===== config.mk =====
export PLATFORM = sky130hd
export DESIGN_NAME = psbb_div
export DESIGN_NICKNAME = d
export VERILOG_FILES = /design/src/hdl/psbb_pkg.sv /design/src/hdl/psbb_div.sv
export SDC_FILE = /design/constraint.sdc
export NUM_CORES = 1
export LEC_CHECK = 0
export BUFFER_PORTS_ARGS = -buffer_cell sky130_fd_sc_hd__buf_2
export CAP_MARGIN = 20
export CORE_MARGIN = 2
export CORE_UTILIZATION = 53
export CTS_CLUSTER_DIAMETER = 120
export DETAILED_ROUTE_END_ITERATION = 10
export PLACE_DENSITY_LB_ADDON = 0.1
export SYNTH_ARGS = -nofsm -noshare
export SYNTH_HDL_FRONTEND = slang
export SYNTH_SLANG_ARGS = --single-unit

===== constraint.sdc =====
create_clock -name clk -period 4.3 [get_ports clk]
set_input_delay 0.43 -clock clk [delete_from_list [all_inputs] [get_ports clk]]
set_output_delay 0.43 -clock clk [all_outputs]
set_load 0.01 [all_outputs]

===== src/hdl/psbb_pkg.sv =====
// psbb_pkg: shared types, constants and codes for the band-power binner
// depends on nothing; imported by every module of the block

package psbb_pkg;

    // default sizes of the stores
    localparam int DEF_MAX_ELL     = 4096;
    localparam int DEF_MAX_BANDS   = 256;
    localparam int DEF_MAX_SPECTRA = 4;

    // field widths fixed by the interface
    localparam int KIND_W  = 2;
    localparam int ELL_IN_W = 12;
    localparam int BAND_IN_W = 9;
    localparam int DATA_W  = 32;
    localparam int COMP_W  = 2;
    localparam int EFF_W   = 28;
    localparam int CFG_W   = 12;
    localparam int NSPEC_W = 3;
    localparam int SUM_W   = 48;
    localparam int ACC_DW  = 64;

    // Q16.16 one
    localparam logic signed [DATA_W-1:0] ONE_Q16 = 32'sh0001_0000;

    // quotient caps
    localparam logic [DATA_W-1:0] CAP_POS = 32'h7FFF_FFFF;
    localparam logic [DATA_W-1:0] CAP_NEG = 32'h8000_0000;
    localparam logic [DATA_W-1:0] CAP_EFF = 32'h0FFF_FFFF;

    // configuration register indexes
    localparam logic REG_ELL_MAX     = 1'b0;
    localparam logic REG_NUM_SPECTRA = 1'b1;

    // reset values of the configuration registers
    localparam logic [ELL_IN_W-1:0] ELL_MAX_RST = 12'd4095;
    localparam logic [NSPEC_W-1:0]  NSPEC_RST   = 3'd1;

    // request kinds
    typedef enum logic [KIND_W-1:0] {
        OP_LOAD   = 2'd0,
        OP_SAMPLE = 2'd1,
        OP_READ   = 2'd2,
        OP_CLEAR  = 2'd3
    } op_t;

    // classified request, as held in the queue
    typedef struct packed {
        op_t                        op;
        logic [ELL_IN_W-1:0]        ell;
        logic signed [BAND_IN_W-1:0] band;
        logic signed [DATA_W-1:0]   weight;
        logic signed [DATA_W-1:0]   factor;
        logic [COMP_W-1:0]          comp;
        logic signed [DATA_W-1:0]   value;
        logic                       load_ok;
        logic                       ell_in;
        logic                       band_ok;
        logic                       comp_ok;
    } req_t;

    // back-end sequencer states
    typedef enum logic [3:0] {
        ST_SWEEP,
        ST_IDLE,
        ST_L1,
        ST_L2,
        ST_S1,
        ST_S2,
        ST_S3,
        ST_S4,
        ST_R1,
        ST_RDA,
        ST_RDE
    } st_t;

endpackage


===== src/hdl/psbb_div.sv =====
// psbb_div: bit-serial scaled divider, floor(mag * 2^16 / den) capped
// depends on psbb_pkg

module psbb_div
    import psbb_pkg::*;
(
    input  logic                clk,
    input  logic                rst_n,
    input  logic                start,
    input  logic [ACC_DW-1:0]   mag,
    input  logic [SUM_W-1:0]    den,
    input  logic [DATA_W-1:0]   cap,
    output logic                busy,
    output logic                done,
    output logic [DATA_W-1:0]   quot,
    output logic                over
);

    localparam int STEPS = ACC_DW + 16;

    logic              busy_reg, done_reg, over_reg;
    logic [6:0]        cnt_reg;
    logic [STEPS-1:0]  dvd_reg;
    logic [SUM_W-1:0]  rem_reg, den_reg;
    logic [DATA_W-1:0] q_reg, cap_reg;
    logic [SUM_W:0]    rem_sh, rem_sub;
    logic              ge;
    logic [DATA_W:0]   q_new;

    // one quotient bit per cycle
    assign rem_sh  = {rem_reg, dvd_reg[STEPS-1]};
    assign ge      = rem_sh >= {1'b0, den_reg};
    assign rem_sub = rem_sh - {1'b0, den_reg};
    assign q_new   = {q_reg, ge};

    always_ff @(posedge clk or negedge rst_n)
    begin
        if (!rst_n)
        begin
            busy_reg <= 1'b0;
            done_reg <= 1'b0;
            cnt_reg  <= '0;
        end
        else
        begin
            done_reg <= 1'b0;
            if (start)
            begin
                busy_reg <= 1'b1;
                cnt_reg  <= '0;
            end
            else if (busy_reg)
            begin
                cnt_reg <= cnt_reg + 7'd1;
                if (cnt_reg == 7'(STEPS - 1))
                begin
                    busy_reg <= 1'b0;
                    done_reg <= 1'b1;
                end
            end
        end
    end

    always_ff @(posedge clk)
    begin
        if (start)
        begin
            dvd_reg  <= {mag, 16'b0};
            den_reg  <= den;
            cap_reg  <= cap;
            rem_reg  <= '0;
            q_reg    <= '0;
            over_reg <= 1'b0;
        end
        else if (busy_reg)
        begin
            dvd_reg <= {dvd_reg[STEPS-2:0], 1'b0};
            rem_reg <= ge ? rem_sub[SUM_W-1:0] : rem_sh[SUM_W-1:0];
            if (!over_reg)
            begin
                if (q_new > {1'b0, cap_reg})
                    over_reg <= 1'b1;
                else
                    q_reg <= q_new[DATA_W-1:0];
            end
        end
    end

    assign busy = busy_reg;
    assign done = done_reg;
    assign quot = over_reg ? cap_reg : q_reg;
    assign over = over_reg;

endmodule


==> load_flow_metrics.sql, run 1 <==
INSERT INTO impl_metrics (metric_group, metric, value, unit) VALUES
('clock_tree', 'cts_htree_levels', '1', ''),
('synth', 'synth.distinct_cells', '67', ''),
('critical_path', 'path_class', 'reg -> reg', ''),
('synth', 'ys_seq_elements', '234', ''),
('sta', 'timing_worst_slew_pin_value', '879', 'ps'),
('layout', 'most_used_cells_in_the_layout_excluding_fill_and_tap_cells', '180 x sky130_fd_sc_hd__buf_2, 144 x sky130_fd_sc_hd__edfxtp_1, 112 x sky130_fd_sc_hd__nor2_1', ''),
('critical_path', 'critical_path.reg2reg.startpoint', 'den_reg[14]', ''),
('placed_design', 'gp_congestion', '0.879', ''),
('synth', 'synthesis.area_per_instance', '10.6', 'µm²'),
('synth', 'netlist_instances', '1222', ''),
('grt', 'groute.usage.overall', '21.9', '%'),
('sta', 'unrepaired_setup_endpoints_after_global_routing', 'no', ''),
('clock_tree', 'path_clk_slew', '60', 'ps'),
('layout', 'utilization', '62.5', '%'),
('sta', 'hold_viol_final', '0', ''),
('critical_path', 'timing.critical_path.from_type', 'flop', ''),
('layout', 'syn2layout_area_growth', '16.2', '%'),
('placed_design', 'dpl.hpwl', '20500', 'µm'),
('routing', 'routed_wl', '28700', 'µm'),
('clock_tree', 'worst_skew_pair.late_latency', '530', 'ps'),
('sta', 'holdWs', '66.3', 'ps'),
('grt', 'grt_pass1_vias', '9379', ''),
('routing', 'drt_initial_violations', '611', ''),
('clock_tree', 'clockBufferDepth', '3', ''),
('floorplan', 'io_pins', '182', ''),
('synth', 'synth_top_cell_by_area', 'sky130_fd_sc_hd__edfxtp_1', ''),
('routing', 'wire_length_on_met2', '13000', 'µm'),
('synth', 'synth_edf_count', '144', ''),
('placed_design', 'placement.cell_area', '14200', 'µm²'),
('routing', 'route.detailed.wl_per_inst', '16.5', 'µm'),
('layout', 'design.final.nets', '1621', ''),
('power', 'power.static_leakage', '7.14', 'nW'),
('critical_path', 'critPathArrivalTime', '4400', 'ps'),
('power', 'power.ir.vdd_worst', '0.437', 'mV'),
('worst_hold_path', 'min_path_type', 'in -> reg', ''),
('routing', 'route.top_layer_used', 'met5', ''),
('synth', 'ys_async_sr_fraction', '3.85', '%'),
('placed_design', 'dp_cells', '1686', ''),
('routing', 'vias', '9631', ''),
('critical_path', 'largest_fanout_on_the_critical_path', '19', ''),
('critical_path', 'crit_path_start', 'den_reg[14]', ''),
('layout', 'final_area', '15100', 'µm²'),
('grt', 'grt_remaining_overflow', '0', ''),
('sta', 'setup_total_negative_slack', '0', 'ps'),
('clock_tree', 'clk_root_buffer_cell', 'sky130_fd_sc_hd__clkbuf_16', ''),
('synth', 'postSynthNetCount', '1451', ''),
('placed_design', 'port_buffers', '181', ''),
('synth', 'seq_area_frac_synth', '47.5', '%'),
('sta', 'final.setup_skew', '19.8', 'ps'),
('routing', 'detail_route.vias_per_cell', '5.54', ''),
('floorplan', 'initial_utilization', '53.7', '%'),
('critical_path', 'worst_setup_path_end_kind', 'flop', ''),
('synth', 'synth_top_cells_by_area', 'sky130_fd_sc_hd__edfxtp_1 33%, sky130_fd_sc_hd__dfxtp_1 12%, sky130_fd_sc_hd__mux2_2 8.2%', ''),
('clock_tree', 'cts-buffers-inserted', '27', ''),
('sta', 'finalMaxSlewViolations', '0', ''),
('sta', 'setup_slack_of_the_critical_path_after_layout', '282', 'ps'),
('layout', 'post_route_cells_drive_above_1_share', '25.0', '%'),
('floorplan', 'die_height', '161', 'µm'),
('floorplan', 'rows', '57', ''),
('power', 'design_power_total', '5.20', 'mW'),
('status', 'status', 'finished clean', ''),
('grt', 'grt_pass1_wl', '46500', 'µm'),
('routing', 'detailedRoute.firstPassIterationCount', '8', ''),
('clock_tree', 'numClockSinks', '234', ''),
('placed_design', 'detailedPlace.worstSlack', '265', 'ps'),
('routing', 'final_antenna_net_count', '0', ''),
('layout', 'mostFrequentLayoutCell', 'sky130_fd_sc_hd__buf_2', ''),
('grt', 'antenna_found_initial', '3', ''),
('clock_tree', 'cts_tree', 'done', ''),
('sta', 'final_period_minus_worst_setup_slack', '4020', 'ps'),
('routing', 'detail_route.drc_violations', '0', '');
## layer usage
metal  global-route usage, %  vias up
li1                        -     4799
met1                    31.2     4548
met2                    35.0      250
met3                    3.95       32
met4                    4.95        2
met5                       0        -
## critical path, stage by stage (launching register included)
cell and delay [ps]:
sky130_fd_sc_hd__edfxtp_1 320, sky130_fd_sc_hd__inv_1 40, sky130_fd_sc_hd__ha_1 430, sky130_fd_sc_hd__and3_2 270, sky130_fd_sc_hd__or4b_1 430, sky130_fd_sc_hd__a21oi_1 140, sky130_fd_sc_hd__nand3b_1 180, sky130_fd_sc_hd__a21o_1 180
sky130_fd_sc_hd__a31oi_1 100, sky130_fd_sc_hd__a21o_2 220, sky130_fd_sc_hd__ha_1 270, sky130_fd_sc_hd__and4_1 160, sky130_fd_sc_hd__nand4_1 110, sky130_fd_sc_hd__a211o_1 330, sky130_fd_sc_hd__a31oi_4 200, sky130_fd_sc_hd__buf_12 210
sky130_fd_sc_hd__mux2i_1 210, sky130_fd_sc_hd__nor2_1 60
## layout make-up
| cell class | instances | area [µm²] |
|---|---|---|
| Antenna cell | 1 | 2.50 |
| Clock buffer | 36 | 751 |
| Clock inverter | 14 | 100 |
| Fill cell | 2074 | 9070 |
| Inverter | 100 | 375 |
| Multi-Input combinational cell | 829 | 6210 |
| Sequential cell | 234 | 6170 |
| Tap cell | 324 | 405 |
| Timing Repair Buffer | 200 | 1080 |
## path summary, 6_finish.rpt
check | to | slack (ps) | cells after the start
min in group asynchronous | cnt_reg[2] | 300 | 2
worst min-delay path | den_reg[4] | 70 | 1
worst max register to register | q_reg[20] | 280 | 17
worst max-delay path | q_reg[20] | 280 | 17
max in group asynchronous | busy | 3780 | 2
worst min register to register | rem_reg[30] | 500 | 2
## Yosys cell counts (3+ instances only)
master	instances
sky130_fd_sc_hd__mux2_2	95
sky130_fd_sc_hd__buf_1	3
sky130_fd_sc_hd__nor2b_1	6
sky130_fd_sc_hd__a21oi_1	72
sky130_fd_sc_hd__or2_2	4
sky130_fd_sc_hd__o21ai_0	45
sky130_fd_sc_hd__o2111ai_1	3
sky130_fd_sc_hd__buf_4	5
sky130_fd_sc_hd__xnor2_1	30
sky130_fd_sc_hd__or3_1	3
sky130_fd_sc_hd__a311oi_1	3
sky130_fd_sc_hd__nand2_1	68
sky130_fd_sc_hd__o21bai_1	7
sky130_fd_sc_hd__o311ai_0	4
sky130_fd_sc_hd__dfxtp_1	81
sky130_fd_sc_hd__o21a_1	10
sky130_fd_sc_hd__nand4_1	26
sky130_fd_sc_hd__nor4_1	8
sky130_fd_sc_hd__and4_1	4
sky130_fd_sc_hd__nor3_1	9
sky130_fd_sc_hd__o31ai_1	6
sky130_fd_sc_hd__nand3_1	14
sky130_fd_sc_hd__a21o_1	30
sky130_fd_sc_hd__inv_1	100
sky130_fd_sc_hd__a221o_1	5
sky130_fd_sc_hd__and2_1	9
sky130_fd_sc_hd__nand3b_1	3
sky130_fd_sc_hd__a31oi_1	8
sky130_fd_sc_hd__buf_2	10
sky130_fd_sc_hd__mux2i_1	61
sky130_fd_sc_hd__nand2b_1	3
sky130_fd_sc_hd__a32oi_1	5
sky130_fd_sc_hd__dfrtp_1	9
sky130_fd_sc_hd__clkbuf_1	38
sky130_fd_sc_hd__edfxtp_1	144
sky130_fd_sc_hd__and3_1	6
sky130_fd_sc_hd__xor2_1	17
sky130_fd_sc_hd__o211ai_1	3
sky130_fd_sc_hd__nor2_1	112
sky130_fd_sc_hd__a211o_1	3
sky130_fd_sc_hd__a211oi_1	40
sky130_fd_sc_hd__ha_1	81
## cells by family after synthesis
group                    count (synthesis)  synth area share (%)
AO/OA/AOI/OAI                          262                  13.4
XOR/XNOR                                47                  3.17
flip-flops                             234                  47.5
adder cells (fa/ha/maj)                 82                  7.95
AND/OR/NAND/NOR                        282                  10.1
buffers and inverters                  159                  4.96
multiplexers                           156                  12.9
## where the power goes
part | total [mW] | internal, mW | switching, mW
sequential | 2.57 | 2.53 | 0.0450
combinational | 0.443 | 0.207 | 0.237
clock | 2.18 | 1.28 | 0.899
## timing repair
| action | in CTS | in global routing |
|---|---|---|
| resized for setup | 0 | 7 |
| hold buffers | 1 | 0 |
| buffers inserted | 0 | 0 |
| endpoints found under the setup margin | 0 | 32 |
| endpoints found under the hold margin | 9 | 0 |
(Power assumes the default switching activity.)
==> run 2: changes to the inputs <==
==> constraint.sdc (replaced) <==
create_clock -name clk -period 4.3 [get_ports clk]
set_input_delay 0.215 -clock clk [delete_from_list [all_inputs] [get_ports clk]]
set_output_delay 0.215 -clock clk [all_outputs]
set_load 0.01 [all_outputs]
==> run 2 against run 1 <==
  * Non-clock buffer count increased by 143
  * Clock skew decreased by 10 ps
  * Count of clock-buffer cells in the layout rose by 7
  * Setup slack improved by 13 ps
  * Design area rose by 9.2%
  * Core utilization increased by 5.7 points
  * Critical path depth stayed put
  * Largest cell class unchanged
==> load_flow_metrics.sql, run 2 (synthesis gave the netlist of run 1 again) <==
INSERT INTO impl_metrics (metric_group, metric, value, unit) VALUES
('routing', 'vias', '10271', ''),
('sta', 'setup_viol', '0', ''),
('placed_design', 'port_buffers', '181', ''),
('placed_design', 'detailedPlace.worstSlack', '163', 'ps'),
('routing', 'routed_wl', '31200', 'µm'),
('power', 'intPower', '4.00', 'mW'),
('clock_tree', 'clk_root_buffer_cell', 'sky130_fd_sc_hd__clkbuf_16', ''),
('routing', 'detail_route.drc_violations', '0', ''),
('status', 'status', 'finished clean', ''),
('layout', 'syn2layout_area_growth', '26.9', '%'),
('critical_path', 'path_class', 'reg -> reg', ''),
('layout', 'design.final.nets', '1764', ''),
('sta', 'max-slew-margin-rel', '42.3', '%'),
('layout', 'most_used_cells_in_the_layout_excluding_fill_and_tap_cells', '180 x sky130_fd_sc_hd__buf_2, 145 x sky130_fd_sc_hd__dlygate4sd3_1, 144 x sky130_fd_sc_hd__edfxtp_1', ''),
('power', 'part_of_the_power_in_combinational_logic', '10.7', '%'),
('clock_tree', 'cts-buffers-inserted', '27', ''),
('routing', 'route.detailed.wl_per_inst', '16.6', 'µm'),
('sta', 'final.setup_skew', '9.71', 'ps'),
('power', 'cellPowerDensity', '315', 'nW/µm²'),
('critical_path', 'largest_fanout_on_the_critical_path', '19', ''),
('routing', 'detail_route.vias_per_cell', '5.46', ''),
('critical_path', 'worst_reg_to_reg_setup_slack', '290', 'ps'),
('power', 'seq_power_share', '49.6', '%'),
('clock_tree', 'clockBufferDepth', '3', ''),
('grt', 'groute.usage.overall', '23.7', '%'),
('layout', 'utilization', '68.2', '%'),
('routing', 'final_antenna_net_count', '0', ''),
('grt', 'grt_start_max_net_pins', '140', ''),
('clock_tree', 'cts_tree', 'done', ''),
('placed_design', 'dpl.hpwl', '20500', 'µm'),
('layout', 'multi_input_comb_area', '6230', 'µm²'),
('critical_path', 'slowest_cell_on_the_critical_path', 'sky130_fd_sc_hd__or4b_1', ''),
('critical_path', 'timing.rr.end', 'q_reg[22]', ''),
('critical_path', 'ff2ff_path_depth', '17', ''),
('clock_tree', 'numClockSinks', '234', ''),
('grt', 'antenna_found_initial', '0', ''),
('critical_path', 'critical_path_cell_by_cell', 'inv_1 > ha_1 > nand4_1 > or4b_1 > a21oi_1 > nand3b_1 > a21o_1 > a31oi_1 > a21o_2 > ha_1 > and4_1 > nand4_1 > a211o_1 > a31oi_4 > buf_12 > mux2i_1 > nor2_1', ''),
('power', 'power.static_leakage', '7.69', 'nW'),
('sta', 'clock.fmax', '0.250', 'GHz'),
('sta', 'timing_worst_slew_pin_value', '866', 'ps'),
('routing', 'detailedRoute.firstPassIterationCount', '5', ''),
('layout', 'mostFrequentLayoutCell', 'sky130_fd_sc_hd__buf_2', ''),
('critical_path', 'critPathArrivalTime', '4400', 'ps'),
('layout', 'final-seq-area', '6170', 'µm²'),
('critical_path', 'timing.critical_path.from_type', 'flop', ''),
('layout', 'flip_flop_count_of_the_largest_register_all_copies_and_words_added', '64', ''),
('sta', 'unrepaired_setup_endpoints_after_global_routing', 'no', ''),
('power', 'sw_frac_of_total', '23.0', '%'),
('critical_path', 'worst_setup_path_end_kind', 'flop', ''),
('floorplan', 'fp.dieW', '161', 'µm'),
('critical_path', 'cp_slowest_stage_delay', '510', 'ps'),
('critical_path', 'critical_path.reg2reg.startpoint', 'den_reg[6]', ''),
('grt', 'grt_pass1_vias', '10290', ''),
('sta', 'setup_slack_of_the_critical_path_after_layout', '294', 'ps'),
('floorplan', 'die_area', '25800', 'µm²'),
('run', 'cap_violations', '0', ''),
('floorplan', 'placeableCoreArea', '24200', 'µm²'),
('clock_tree', 'path_clk_slew', '60', 'ps'),
('critical_path', 'worst-endpoint-required', '4700', 'ps'),
('sta', 'setup_total_negative_slack', '0', 'ps'),
('layout', 'post_route_cells_drive_above_1_share', '22.6', '%'),
('sta', 'final_min_period_over_clock_period', '93.2', '%'),
('placed_design', 'gp_congestion', '0.889', ''),
('clock_tree', 'cts_htree_levels', '1', ''),
('clock_tree', 'worst_skew_pair.late_latency', '540', 'ps'),
('grt', 'grt_pass1_wl', '50400', 'µm'),
('floorplan', 'die_height', '161', 'µm'),
('floorplan', 'rows', '57', ''),
('layout', 'diodes', '0', ''),
('worst_hold_path', 'min_path_type', 'in -> async', ''),
('grt', 'grt_remaining_overflow', '0', ''),
('critical_path', 'crit_path_start', 'den_reg[6]', ''),
('power', 'switchingPower', '1.20', 'mW'),
('layout', 'fill_cells', '1861', ''),
('sta', 'holdWs', '105', 'ps'),
('sta', 'final_period_minus_worst_setup_slack', '4010', 'ps'),
('floorplan', 'io_pins', '182', ''),
('sta', 'finalMaxSlewViolations', '0', ''),
('floorplan', 'initial_utilization', '53.7', '%'),
('power', 'power.ir.vdd_worst', '0.241', 'mV'),
('sta', 'hold_viol_final', '0', ''),
('routing', 'drt_initial_violations', '654', ''),
('power', 'clock_power_share', '39.7', '%');
run 2: worst max path at each step:
stage           endpoint  cells past startpoint
6_report       q_reg[22]                     17
5_1_grt         q_reg[5]                     17
4_1_cts        q_reg[22]                     20
3_5_place_dp    q_reg[7]                     20
3_3_place_gp    q_reg[4]                     20
2_1_floorplan   q_reg[4]                     21
run 2: area by class of cell:
type                            count  area share [%]
Clock buffer                       43            4.52
Clock inverter                      7           0.228
Inverter                          100            2.28
Multi-Input combinational cell    829            37.8
Sequential cell                   234            37.4
Tap cell                          324            2.46
Timing Repair Buffer              343            15.3
run 2: repair_timing:
action | 4_1_cts | 5_1_grt
resized for setup | 0 | 15
setup buffers | 0 | 0
endpoints found under the hold margin | 153 | 0
hold buffers | 145 | 0
setup endpoints to repair | 0 | 32
run 2: critical path, delay by kind of cell, from the launching register on:
family / cells / cell delay, ps
AND/OR/NAND/NOR: 6 / 1220
multiplexers: 1 / 210
buffers and inverters: 2 / 260
flip-flops: 1 / 340
adder cells (fa/ha/maj): 2 / 650
AO/OA/AOI/OAI: 6 / 1190
run 2: layer usage:
metal / part of all wire [%] / vias to the layer above / wire length (µm) / global-route usage, %
met1: 45 / 4845 / 14100 / 31.9
met4: 2.4 / 0 / 734 / 6.72
met2: 47 / 278 / 14800 / 40.1
met5: 0 / - / 0 / 0
li1: - / 5099 / - / -
met3: 4.8 / 49 / 1510 / 3.33
run 2: per-stage QoR:
step / area (µm²) / instances / power (mW)
floorplan: 13000 / 1222 / 2.89
global placement: 14200 / 1685 / 3.05
detailed placement: 14200 / 1685 / 3.06
CTS: 16400 / 1880 / 5.24
global route: 16500 / 1880 / 5.40
finish: 16500 / 1880 / 5.20
run 2: power groups by stage:
| stage | Combinational, mW | Sequential [mW] | Clock (mW) |
|---|---|---|---|
| after CTS | 0.547 | 2.58 | 2.12 |
| final | 0.556 | 2.58 | 2.07 |
| after global routing | 0.614 | 2.59 | 2.19 |
| after floorplan | 0.293 | 2.60 | 0 |
| after global placement | 0.430 | 2.62 | 0 |
| after detailed placement | 0.440 | 2.62 | 0 |
